$ cat config.mk
export PLATFORM = sky130hd
export DESIGN_NAME = c_escape_sequence_decoder_top
export DESIGN_NICKNAME = d
export VERILOG_FILES = /design/src/csed_pkg.sv /design/src/csed_front.sv /design/src/csed_queue.sv /design/src/csed_back.sv /design/src/c_escape_sequence_decoder_top.sv
export VERILOG_INCLUDE_DIRS = /design/src /design/src/src
export SDC_FILE = /design/constraint.sdc
export NUM_CORES = 1
export LEC_CHECK = 0
export BUFFER_PORTS_ARGS = -buffer_cell sky130_fd_sc_hd__buf_4
export CAP_MARGIN = 20
export CORE_MARGIN = 1
export CORE_UTILIZATION = 55
export CTS_BUF_LIST = sky130_fd_sc_hd__clkbuf_16
export CTS_CLUSTER_DIAMETER = 100
export CTS_CLUSTER_SIZE = 28
export DETAILED_ROUTE_END_ITERATION = 16
export HOLD_SLACK_MARGIN = 0.05
export PLACE_DENSITY = 0.76
export SETUP_SLACK_MARGIN = 0.05
export SLEW_MARGIN = 10
export SYNTH_ARGS = -nofsm -noshare
export SYNTH_HDL_FRONTEND = slang
export SYNTH_SLANG_ARGS = --single-unit
export TNS_END_PERCENT = 20
$ cat constraint.sdc
create_clock -name clk -period 4.41 [get_ports clk]
set_input_delay 0.6615 -clock clk [delete_from_list [all_inputs] [get_ports clk]]
set_output_delay 0.6615 -clock clk [all_outputs]
set_load 0.01 [all_outputs]
$ cat src/c_escape_sequence_decoder_top_defines.svh
// assertion macros shared by the decoder modules
`ifndef C_ESCAPE_SEQUENCE_DECODER_TOP_DEFINES_SVH
`define C_ESCAPE_SEQUENCE_DECODER_TOP_DEFINES_SVH

`ifndef ASSERT_OFF

// property holds at every clock edge out of reset
`define CSED_ASSERT(label, clk, rst_n, prop, msg) \
  label: assert property (@(posedge clk) disable iff (!rst_n) (prop)) else $error(msg);

// when cond holds, nxt holds in the cycle after
`define CSED_ASSERT_NEXT(label, clk, rst_n, cond, nxt, msg) \
  label: assert property (@(posedge clk) disable iff (!rst_n) (cond) |=> (nxt)) \
    else $error(msg);

`else

`define CSED_ASSERT(label, clk, rst_n, prop, msg)
`define CSED_ASSERT_NEXT(label, clk, rst_n, cond, nxt, msg)

`endif

`endif

$ cat src/csed_pkg.sv
package csed_pkg;

  typedef enum logic [2:0] {
    PH_IDLE = 3'd0,
    PH_ESC  = 3'd1,
    PH_CR   = 3'd2,
    PH_OCT  = 3'd3,
    PH_HEX  = 3'd4
  } phase_t;

  localparam logic [1:0] ST_CHAR      = 2'd0;
  localparam logic [1:0] ST_END       = 2'd1;
  localparam logic [1:0] ST_BAD_ESC   = 2'd2;
  localparam logic [1:0] ST_SHORT_HEX = 2'd3;

  localparam int QueueDepth = 2;

  typedef struct packed {
    logic [31:0] value;
    logic [1:0]  status;
  } result_t;

  // an entry holds the one or two results of one input byte
  typedef struct packed {
    logic    two;
    result_t r0;
    result_t r1;
  } entry_t;

  typedef struct packed {
    logic   valid;
    entry_t head;
  } q_head_t;

endpackage

$ cat src/csed_front.sv
`include "c_escape_sequence_decoder_top_defines.svh"

module csed_front (
  input  logic              clk,
  input  logic              rst_n,
  input  logic              in_valid,
  input  logic              in_ready,
  input  logic [7:0]        in_byte,
  output logic              push,
  output csed_pkg::entry_t  push_data
);

  localparam logic [7:0] ChNul   = 8'h00;
  localparam logic [7:0] ChBs    = 8'h5C;
  localparam logic [7:0] ChLf    = 8'h0A;
  localparam logic [7:0] ChCr    = 8'h0D;
  localparam logic [7:0] ChQuote = 8'h27;
  localparam logic [7:0] ChDquot = 8'h22;
  localparam logic [7:0] ChQmark = 8'h3F;
  localparam logic [7:0] ChA     = 8'h61;
  localparam logic [7:0] ChB     = 8'h62;
  localparam logic [7:0] ChF     = 8'h66;
  localparam logic [7:0] ChN     = 8'h6E;
  localparam logic [7:0] ChR     = 8'h72;
  localparam logic [7:0] ChT     = 8'h74;
  localparam logic [7:0] ChV     = 8'h76;
  localparam logic [7:0] ChX     = 8'h78;

  csed_pkg::phase_t phase_r, phase_nxt;
  logic [31:0]      accum_r, accum_nxt;
  logic [1:0]       cnt_r, cnt_nxt;

  logic             accept;
  logic             is_oct;
  logic             hex_ok;
  logic [3:0]       hex_d;
  logic [1:0]       oct_cnt;
  logic             f_emit;
  csed_pkg::result_t f_res;
  csed_pkg::phase_t f_phase;
  logic [1:0]       n_res;

  assign accept  = in_valid && in_ready;
  assign is_oct  = (in_byte[7:3] == 5'b00110);
  assign oct_cnt = cnt_r + 2'd1;

  always_comb begin
    hex_ok = 1'b1;
    hex_d  = 4'd0;
    if (in_byte >= 8'h30 && in_byte <= 8'h39) begin
      hex_d = in_byte[3:0];
    end else if ((in_byte >= 8'h61 && in_byte <= 8'h66) ||
                 (in_byte >= 8'h41 && in_byte <= 8'h46)) begin
      hex_d = in_byte[3:0] + 4'd9;
    end else begin
      hex_ok = 1'b0;
    end
  end

  // byte handled as new input
  always_comb begin
    f_emit        = 1'b1;
    f_phase       = csed_pkg::PH_IDLE;
    f_res.value   = {24'd0, in_byte};
    f_res.status  = csed_pkg::ST_CHAR;
    if (in_byte == ChNul) begin
      f_res.value  = 32'd0;
      f_res.status = csed_pkg::ST_END;
    end else if (in_byte == ChBs) begin
      f_emit  = 1'b0;
      f_phase = csed_pkg::PH_ESC;
    end
  end

  // next state
  always_comb begin
    phase_nxt = phase_r;
    accum_nxt = accum_r;
    cnt_nxt   = cnt_r;
    unique case (phase_r)
      csed_pkg::PH_ESC: begin
        phase_nxt = csed_pkg::PH_IDLE;
        if (in_byte == ChCr) begin
          phase_nxt = csed_pkg::PH_CR;
        end else if (in_byte == ChX) begin
          phase_nxt = csed_pkg::PH_HEX;
          accum_nxt = 32'd0;
          cnt_nxt   = 2'd0;
        end else if (is_oct) begin
          phase_nxt = csed_pkg::PH_OCT;
          accum_nxt = {29'd0, in_byte[2:0]};
          cnt_nxt   = 2'd1;
        end
      end
      csed_pkg::PH_CR: begin
        phase_nxt = (in_byte == ChLf) ? csed_pkg::PH_IDLE : f_phase;
      end
      csed_pkg::PH_OCT: begin
        if (is_oct) begin
          accum_nxt = {accum_r[28:0], in_byte[2:0]};
          cnt_nxt   = oct_cnt;
          if (oct_cnt == 2'd3) phase_nxt = csed_pkg::PH_IDLE;
        end else begin
          phase_nxt = f_phase;
        end
      end
      csed_pkg::PH_HEX: begin
        if (hex_ok) begin
          accum_nxt = {accum_r[27:0], hex_d};
          if (cnt_r < 2'd2) cnt_nxt = cnt_r + 2'd1;
        end else begin
          phase_nxt = f_phase;
        end
      end
      default: phase_nxt = f_phase;
    endcase
  end

  // results of this byte
  always_comb begin
    n_res               = 2'd0;
    push_data.r0.value  = 32'd0;
    push_data.r0.status = csed_pkg::ST_CHAR;
    push_data.r1        = f_res;
    unique case (phase_r)
      csed_pkg::PH_ESC: begin
        n_res = 2'd1;
        case (in_byte)
          ChQuote, ChDquot, ChQmark, ChBs: push_data.r0.value = {24'd0, in_byte};
          ChCr, ChLf, ChX:                 n_res = 2'd0;
          ChA:                             push_data.r0.value = 32'd7;
          ChB:                             push_data.r0.value = 32'd8;
          ChF:                             push_data.r0.value = 32'd12;
          ChN:                             push_data.r0.value = 32'd10;
          ChR:                             push_data.r0.value = 32'd13;
          ChT:                             push_data.r0.value = 32'd9;
          ChV:                             push_data.r0.value = 32'd11;
          default: begin
            if (is_oct) n_res = 2'd0;
            else push_data.r0.status = csed_pkg::ST_BAD_ESC;
          end
        endcase
      end
      csed_pkg::PH_CR: begin
        if (in_byte != ChLf) begin
          n_res        = {1'b0, f_emit};
          push_data.r0 = f_res;
        end
      end
      csed_pkg::PH_OCT: begin
        if (is_oct) begin
          if (oct_cnt == 2'd3) begin
            n_res              = 2'd1;
            push_data.r0.value = {accum_r[28:0], in_byte[2:0]};
          end
        end else begin
          n_res              = f_emit ? 2'd2 : 2'd1;
          push_data.r0.value = accum_r;
        end
      end
      csed_pkg::PH_HEX: begin
        if (!hex_ok) begin
          n_res = f_emit ? 2'd2 : 2'd1;
          if (cnt_r < 2'd2) push_data.r0.status = csed_pkg::ST_SHORT_HEX;
          else push_data.r0.value = accum_r;
        end
      end
      default: begin
        n_res        = {1'b0, f_emit};
        push_data.r0 = f_res;
      end
    endcase
    push_data.two = (n_res == 2'd2);
  end

  assign push = accept && (n_res != 2'd0);

  always_ff @(posedge clk) begin
    if (!rst_n) begin
      phase_r <= csed_pkg::PH_IDLE;
      accum_r <= 32'd0;
      cnt_r   <= 2'd0;
    end else if (accept) begin
      phase_r <= phase_nxt;
      accum_r <= accum_nxt;
      cnt_r   <= cnt_nxt;
    end
  end

  `CSED_ASSERT(a_oct_count, clk, rst_n,
    (phase_r != csed_pkg::PH_OCT) || (cnt_r == 2'd1) || (cnt_r == 2'd2),
    "octal escape pending with bad digit count")

endmodule

$ cat src/csed_queue.sv
`include "c_escape_sequence_decoder_top_defines.svh"

module csed_queue (
  input  logic              clk,
  input  logic              rst_n,
  input  logic              push,
  input  csed_pkg::entry_t  push_data,
  output logic              full,
  input  logic              pop,
  output csed_pkg::q_head_t q_head
);

  localparam int PtrW = $clog2(csed_pkg::QueueDepth);
  localparam int CntW = $clog2(csed_pkg::QueueDepth + 1);
  localparam logic [CntW-1:0] Depth = CntW'(csed_pkg::QueueDepth);
  localparam logic [PtrW-1:0] LastPtr = PtrW'(csed_pkg::QueueDepth - 1);

  csed_pkg::entry_t mem_r [csed_pkg::QueueDepth];
  logic [PtrW-1:0]  wr_ptr_r, wr_ptr_nxt;
  logic [PtrW-1:0]  rd_ptr_r, rd_ptr_nxt;
  logic [CntW-1:0]  count_r, count_nxt;

  assign full         = (count_r == Depth);
  assign q_head.valid = (count_r != '0);
  assign q_head.head  = mem_r[rd_ptr_r];

  always_comb begin
    wr_ptr_nxt = wr_ptr_r;
    rd_ptr_nxt = rd_ptr_r;
    count_nxt  = count_r;
    if (push) wr_ptr_nxt = (wr_ptr_r == LastPtr) ? '0 : wr_ptr_r + 1'b1;
    if (pop)  rd_ptr_nxt = (rd_ptr_r == LastPtr) ? '0 : rd_ptr_r + 1'b1;
    if (push && !pop) count_nxt = count_r + 1'b1;
    else if (pop && !push) count_nxt = count_r - 1'b1;
  end

  always_ff @(posedge clk) begin
    if (push) mem_r[wr_ptr_r] <= push_data;
  end

  always_ff @(posedge clk) begin
    if (!rst_n) begin
      wr_ptr_r <= '0;
      rd_ptr_r <= '0;
      count_r  <= '0;
    end else begin
      wr_ptr_r <= wr_ptr_nxt;
      rd_ptr_r <= rd_ptr_nxt;
      count_r  <= count_nxt;
    end
  end

  `CSED_ASSERT(a_count_bound, clk, rst_n, count_r <= Depth,
    "queue count above depth")
  `CSED_ASSERT(a_no_bad_access, clk, rst_n, !(push && full) && !(pop && !q_head.valid),
    "queue overflow or underflow")
  `CSED_ASSERT_NEXT(a_count_up, clk, rst_n, push && !pop, count_r == $past(count_r) + 1'b1,
    "queue count did not follow push")

endmodule

$ cat src/csed_back.sv
`include "c_escape_sequence_decoder_top_defines.svh"

module csed_back (
  input  logic              clk,
  input  logic              rst_n,
  input  csed_pkg::q_head_t q_head,
  output logic              pop,
  output logic              out_valid,
  input  logic              out_ready,
  output logic [31:0]       out_char_value,
  output logic [1:0]        out_status,
  output logic              out_last
);

  logic              sel_r, sel_nxt;
  logic              out_valid_r, out_valid_nxt;
  csed_pkg::result_t res_r;
  logic              last_r;
  logic              load;
  csed_pkg::result_t cur;

  assign load = q_head.valid && (!out_valid_r || out_ready);
  assign cur  = sel_r ? q_head.head.r1 : q_head.head.r0;
  assign pop  = load && (!q_head.head.two || sel_r);

  always_comb begin
    sel_nxt       = sel_r;
    out_valid_nxt = out_valid_r;
    if (load) begin
      sel_nxt       = q_head.head.two && !sel_r;
      out_valid_nxt = 1'b1;
    end else if (out_ready) begin
      out_valid_nxt = 1'b0;
    end
  end

  always_ff @(posedge clk) begin
    if (!rst_n) begin
      sel_r       <= 1'b0;
      out_valid_r <= 1'b0;
    end else begin
      sel_r       <= sel_nxt;
      out_valid_r <= out_valid_nxt;
    end
  end

  always_ff @(posedge clk) begin
    if (load) begin
      res_r  <= cur;
      last_r <= pop;
    end
  end

  assign out_valid      = out_valid_r;
  assign out_char_value = res_r.value;
  assign out_status     = res_r.status;
  assign out_last       = last_r;

  `CSED_ASSERT(a_second_half, clk, rst_n, !sel_r || (q_head.valid && q_head.head.two),
    "second result pending without a two-result entry")

endmodule

$ cat src/c_escape_sequence_decoder_top.sv
// c string literal escape decoder
// input channel: in_valid / in_ready / in_byte, one raw byte of the literal
// body per transaction. result channel: out_valid / out_ready with
// out_char_value, out_status (0 char, 1 end, 2 bad escape, 3 short hex)
// and out_last, set on the final result that a byte gives.
// a byte gives zero, one or two results. the front decodes one byte per
// cycle while the queue has room and pushes its results as one entry into
// a two-entry queue; the back sends them out one per cycle, while the
// receiver is ready, through an output register. each result passes the
// queue and then the output register. throughput: one byte per cycle while
// bytes give at most one result each and the receiver is ready; a byte that
// gives two results sends both through the single output register in turn.
// when the receiver stalls, the output register holds, the queue fills and
// in_ready drops once both entries are taken; bytes that give no result
// are still taken only while the queue has room.
// reset (rst_n low, synchronous) empties the queue, clears out_valid and
// returns the decoder to the idle phase with no escape pending.
module c_escape_sequence_decoder_top (
  input  logic        clk,
  input  logic        rst_n,
  input  logic        in_valid,
  output logic        in_ready,
  input  logic [7:0]  in_byte,
  output logic        out_valid,
  input  logic        out_ready,
  output logic [31:0] out_char_value,
  output logic [1:0]  out_status,
  output logic        out_last
);

  logic              push;
  csed_pkg::entry_t  push_data;
  logic              full;
  logic              pop;
  csed_pkg::q_head_t q_head;

  assign in_ready = !full;

  csed_front u_front (
    .clk       (clk),
    .rst_n     (rst_n),
    .in_valid  (in_valid),
    .in_ready  (in_ready),
    .in_byte   (in_byte),
    .push      (push),
    .push_data (push_data)
  );

  csed_queue u_queue (
    .clk       (clk),
    .rst_n     (rst_n),
    .push      (push),
    .push_data (push_data),
    .full      (full),
    .pop       (pop),
    .q_head    (q_head)
  );

  csed_back u_back (
    .clk            (clk),
    .rst_n          (rst_n),
    .q_head         (q_head),
    .pop            (pop),
    .out_valid      (out_valid),
    .out_ready      (out_ready),
    .out_char_value (out_char_value),
    .out_status     (out_status),
    .out_last       (out_last)
  );

endmodule

* Yosys cells after proc, flatten, opt, wreduce, memory -nomap -nowiden
Memories as Yosys holds them, arrays and structs flattened. A register that Yosys moved wholly into a read port is not among the register bits.
Cells that the tools add are included.
** Operators by class
- Reductions and logical operators :: 32
- Multiplexer cells :: 60
- Add/sub/neg operators :: 6
- Equal/unequal tests :: 30
- $lt $le $gt $ge :: 7
** Operator list (count)
- $mux W32 :: 8
- $pmux W32 S4 :: 1
- $pmux W32 S3 :: 1
- $eq A8 B7 Y1 const B :: 9
- $mux W34 :: 2
- $pmux W8 S8 :: 1
- $mux W2 :: 15
- $eq A8 B6 Y1 const B :: 3
- $mux W3 :: 7
- $mux W10 :: 2
- $eq A8 B4 Y1 const B :: 2
- $ge A8 B7 Y1 const B :: 2
- $le A8 B7 Y1 const B :: 2
- $mux W1 :: 16
- $pmux W2 S4 :: 2
- $reduce_or A14 Y1 :: 1
- $pmux W3 S4 :: 1
- $reduce_or A11 Y1 :: 1
- $logic_and A1 B1 Y1 :: 10
- $ge A8 B6 Y1 const B :: 1
- $le A8 B6 Y1 const B :: 1
- $logic_not A8 Y1 :: 1
- $mux W4 :: 2
- $ne A8 B4 Y1 const B :: 1
- 25 further kinds :: 43
** Storage, ports and cells
- Memory bits (writable) :: 90
- Word-level logic and storage cells :: 147
- Memories kept :: 1
- Register bits after elaboration :: 78
- Output and inout bits :: 37
** Memory list
- u_queue.mem_r :: words 2, bits a word 45, read ports 1, clocked after Yosys merged registers in 1, write ports 1, line csed_queue.sv:18 : csed_pkg::entry_t mem_r [csed_pkg::QueueDepth];

* Depth between registers and ports, before layout
- Depth in word-level cells :: 13
- Mapped depth :: 11

* Hierarchy
From an unflattened synthesis, not the netlist that was laid out.
** Unflattened totals
- Cell total of the unflattened synthesis :: 711
- Area total of the unflattened synthesis :: 10233.6 um^2
** Modules (own cells, without submodules)
- csed_queue :: instances 1, cells an instance 237, seq. area each 4244.1 um^2, area each 5240.0 um^2
- csed_front :: instances 1, cells an instance 388, seq. area each 740.7 um^2, area each 3280.6 um^2
- csed_back :: instances 1, cells an instance 85, seq. area each 1091.0 um^2, area each 1709.1 um^2
- c_escape_sequence_decoder_top :: instances 1, cells an instance 1, seq. area each 0.0 um^2, area each 3.8 um^2

* Worst setup path before layout
OpenSTA, ideal clock, no wires.
- Kind :: input -> register
- Start point :: input in_byte[0]
- End point :: memory u_queue.mem_r[0][0] in the netlist's numbering, enable pin
- Setup slack :: -0.265 ns
- Cell stages on the path :: 8
- Required time :: 3.959 ns
- Setup time :: 0.451 ns
- Buffers on the path :: 1
- Data arrival time :: 4.224 ns
- Path through :: buf_2 -> inv_1 -> ha_1 -> o21ba_2 -> o21ai_0 -> o211ai_1 -> a41oi_1 -> nor2b_1
** Between the ends
- Cells in the longest elaborated chain, start to end :: 11
- Elaborated cells between the ends (all ways) :: 42
- Those cells by class :: order compare (6); eq/ne (15); mux (12); reduce/logical (9)
** RTL lines
- from (decl) :: line c_escape_sequence_decoder_top.sv:23 : input logic [7:0] in_byte,
- $ge A8 B7 Y1, or another cell as far along :: line csed_front.sv:52 : end else if ((in_byte >= 8'h61 && in_byte <= 8'h66) ||
- $logic_and A1 B1 Y1, on equally long branches :: line csed_front.sv:52, csed_front.sv:53
- $logic_or A1 B1 Y1 :: line csed_front.sv:52
- $mux W1 :: line csed_front.sv:52
- $mux W1 :: line csed_front.sv:50 : if (in_byte >= 8'h30 && in_byte <= 8'h39) begin
- $mux W2 :: line csed_front.sv:162 : if (!hex_ok) begin
- $pmux W2 S4 * :: line csed_front.sv:125 : unique case (phase_r)
- $reduce_bool A2 Y1 * :: line csed_front.sv:176 : assign push = accept && (n_res != 2'd0);
- $logic_and A1 B1 Y1 * :: line csed_front.sv:176
- $mux W1 * :: line csed_queue.sv:38 : if (push) mem_r[wr_ptr_r] <= push_data;
- $mux W1 (not written as such) * :: line csed_queue.sv:38
- to (decl) :: line csed_queue.sv:18
Mark *: on every way between the ends. The rest lies on a longest branch, timed or not.

* Worst setup path in the final report
- Start point :: input in_byte[0]
- End point :: memory u_queue.mem_r[0][21] in the netlist's numbering, enable pin
The elaborated chain is that of the path after synthesis.

==> reports/results.txt <==
Status: finished, final reports clean
# IOs: 49
Die width: 119.4 um
Hold Buf Count CTS: 0
Final setup fails: 0
Ratio of cells with drive above 1 in the final layout: 21.94%
Synthesized area: 7586 um2
Clock latency on the worst-skew pair: 0.42 ns
Rows: 42
Critical Path Sink Type: flop
Mux cell area share after synthesis: 6.498%
Starting DRT DRC Count: 769
Largest family of logic cells by synthesized area: compound AO/OA/AOI/OAI gates
Number of synthesized flops with an enable pin: 123
Final #Nets: 643
Global route total overflow: 0
Hold path endpoint: u_front.cnt_r[0]
Post-DP HPWL: 10.83 mm
Sequential element share of the synthesized area: 60.30%
Metal3 WL: 1.099 mm
Synth unique cells: 65
Adder-Cell Fraction of Synth Area: 0.9896%
Starting Density: 56.83%
Setup TNS: 0 ns
Syn Inst Count: 599
CP Depth: 9
CP Launch Type: input port
Max-Cap Viols: 0
Peak Freq: 307.4 MHz
Worst Hold Class: reg -> reg
CP bufs+invs: 3
Power per Cell Area: 562.2 nW/um2
Post-Place Cells: 782
Buffers on Ports: 48
Worst R2R Path Depth: 6
Hold path startpoint: u_front.cnt_r[0]
Crit path top cell by count: buf_4
Final period utilization: 73.77%
Max-slew headroom: 25.47%
Vias in the first global route: 4,889
Final hold viol count: 0
Root Buffer: clkbuf_16
Yosys reg bits: 167
R2r startpoint: u_front.phase_r[2]
Top_reg_cell synth: edfxtp_1
Clock sink count: 167
CTS clk-pin slew, worst paths: 0.06 ns
Avg WL per Cell: 20.97 um
Routed WL: 17.07 mm
Max clock buf depth: 2
Post-Layout Cell Count: 814
Antenna Cells: 0
Asr flop ratio synth: 0%
Post-DRT Antenna Nets: 0
Post-CTS Setup Bufs: 0
Hold depth: 1
Capturing point of the worst reg2reg path: u_queue.mem_r[0][21]
First-pass DRT Iterations: 5
RSZ-0062 raised after global routing: false
Routed via count: 5,159
Measured slew at the worst slew-check pin: 1.115 ns
YS warnings: 0
Cts bufs inserted: 17
Cell Area, Placed: 8043 um2
Post-CTS resize count: 0
Initial antenna violation count: 0
CTS tree: yes
Worst setup path class: in -> reg
First-pass GRT wire length: 26.21 mm
Critical path's slowest cell: a41oi_1
Leak pwr: 2.927 nW
Mean Syn Cell Area: 12.66 um2
Worst EP arrival: 3.31 ns
Core area: 13,350 um2
Post-synthesis xor/xnor area fraction: 0.9236%
Die height: 119.4 um
Via/cell ratio: 6.338
Tmin final: 3.253 ns
Synth Area in Compound Gates: 17.58%
Worst-path cell chain: buf_4 -> inv_1 -> ha_1 -> o21ba_2 -> o21ai_0 -> o211ai_1 -> a41oi_1 -> nor2b_4 -> buf_4
Slowest stage delay, CP: 0.50 ns
Req. time, crit path: 4.47 ns
Area delta synth->final: 14.46%
WHS: 0.5036 ns
Final slew viol count: 0
Total GRT Usage: 24.58%
Maximum fanout along the worst path: 44
# DRC: 0
GPL Wtd Cong: 0.9652
Final non-filler cell area: 8683 um2
Simple-Gate Fraction of Synth Area: 9.979%
Setup slack, reg-to-reg: 1.23 ns
Clock Skews: 0.007963 ns
Detail Route met2 WL: 8.021 mm
Syn nets: 617
Worst path top cell family by delay: compound AO/OA/AOI/OAI gates
Largest net degree at the start of global routing: 60
Metal1 wirelength: 7.416 mm
Top Metal Used: met4
Worst-case vdd ir drop: 0.3216 mV
Post-layout util: 65.05%
Area of the die: 14,270 um2
H-tree Lvls: 4
-- layout by cell type (no fill, tap or decap), drive strengths merged, types with 3 or more instances in the layout --
master / instances
edfxtp: 123
nor2: 77
buf: 59
dfxtp: 44
a22oi: 30
mux2i: 29
a22o: 29
a211oi: 29
nand2: 27
clkbuf: 17
inv: 16
a21oi: 15
o21ai: 15
mux4: 9
nand3: 8
nand2b: 7
ha: 6
nor2b: 6
o211ai: 5
a21o: 5
and2: 5
xnor2: 4
a31oi: 4
nand4: 4
xor2: 4
bufinv: 4
nor3: 4
or4: 3
o21a: 3
o221ai: 3
o22ai: 3
a311oi: 3
clkinv: 3
clkinvlp: 3
-- worst register-to-register path: stages (launching register included) --
cell and delay (ns):
dfxtp_1 0.58, nor3b_2 0.24, buf_4 0.41, o211ai_1 0.34
a41oi_1 0.50, nor2b_4 0.23, buf_4 0.49
-- metal layers --
layer  global-route usage, %  up-vias
met3                   4.646       42
met2                   37.32      231
li1                        -     2350
met4                   11.95        0
met1                   34.06     2536
met5                       0        -
-- flip-flops by register name, indices dropped and copies added (netlist names), 2 cells and up, named ones only --
name,flops
u_back.out_status,2
u_front.accum_r,32
u_front.cnt_r,2
u_queue.count_r,2
u_queue.mem_r,88
u_front.phase_r,3
u_back.out_char_value,32
-- how the worst max path moves through the flow --
stage | endpoint | slack (ns) | startpoint
after global routing | u_queue.mem_r[0][30] | 0.95 | in_byte[0]
after floorplan | u_queue.mem_r[0][0] | 0.56 | in_byte[0]
after CTS | u_queue.mem_r[0][33] | 1.20 | in_byte[0]
after detailed placement | u_queue.mem_r[0][43] | 0.77 | in_byte[0]
after global placement | u_queue.mem_r[0][36] | 0.89 | in_byte[0]
final | u_queue.mem_r[0][21] | 1.16 | in_byte[0]
-- kinds of logic (layout without fill, tap and decap cells) --
group / after synthesis / count (layout)
adder cells (fa/ha/maj): 6 / 6
buffers and inverters: 63 / 102
XOR/XNOR: 8 / 8
flip-flops: 167 / 167
AND/OR/NAND/NOR: 157 / 157
AO/OA/AOI/OAI: 160 / 160
multiplexers: 38 / 38
-- cell usage after synthesis (3+ instances only) --
master	n	area [um2]
dfxtp_1	44	880.8
nor3_1	3	15.01
a21o_1	5	37.54
xor2_1	4	35.03
o21a_1	3	22.52
a22o_1	29	254.0
o221ai_1	3	26.28
o22ai_1	3	18.77
nor2_1	77	289.0
buf_2	13	65.06
inv_1	10	37.54
a21oi_1	15	75.07
mux2i_1	29	290.3
a22oi_1	30	225.2
nor2b_1	5	31.28
a31oi_1	4	25.02
nand3_1	8	40.04
mux4_2	9	202.7
xnor2_1	4	35.03
buf_4	6	45.04
nand4_1	4	25.02
edfxtp_1	123	3694
nand2_1	26	97.59
clkbuf_1	29	108.9
o211ai_1	5	37.54
buf_1	3	11.26
o21ai_0	14	70.07
nand2b_1	7	43.79
and2_1	5	31.28
ha_1	6	75.07
or4_1	3	22.52
a211oi_2	27	337.8
-- report_power, final --
| group | switching, mW | total, mW | internal [mW] | leakage (nW) |
|---|---|---|---|---|
| clock | 0.627 | 1.59 | 0.963 | 0.305 |
| combinational | 0.634 | 1.09 | 0.454 | 1.09 |
| sequential | 0.0953 | 2.20 | 2.11 | 1.53 |
| total | 1.36 | 4.88 | 3.53 | 2.93 |
-- stage by stage --
stage          power (mW)  setup slack [ns]
2_1_floorplan       2.878            0.5577
3_3_place_gp        3.274            0.8904
3_5_place_dp        3.309            0.7730
4_1_cts             4.921             1.201
5_1_grt             5.064            0.9478
6_report            4.881             1.157
-- layout make-up --
cell class	count	area, um2
clock buffers	17	425.4
clock inverters	15	215.2
fillers	1002	4664
inverters	11	41.29
multi-input cells	369	2750
flip-flops and latches	167	4576
well taps	176	220.2
repair buffers	59	455.4
Note: power is estimated with default switching activity, not from simulation.
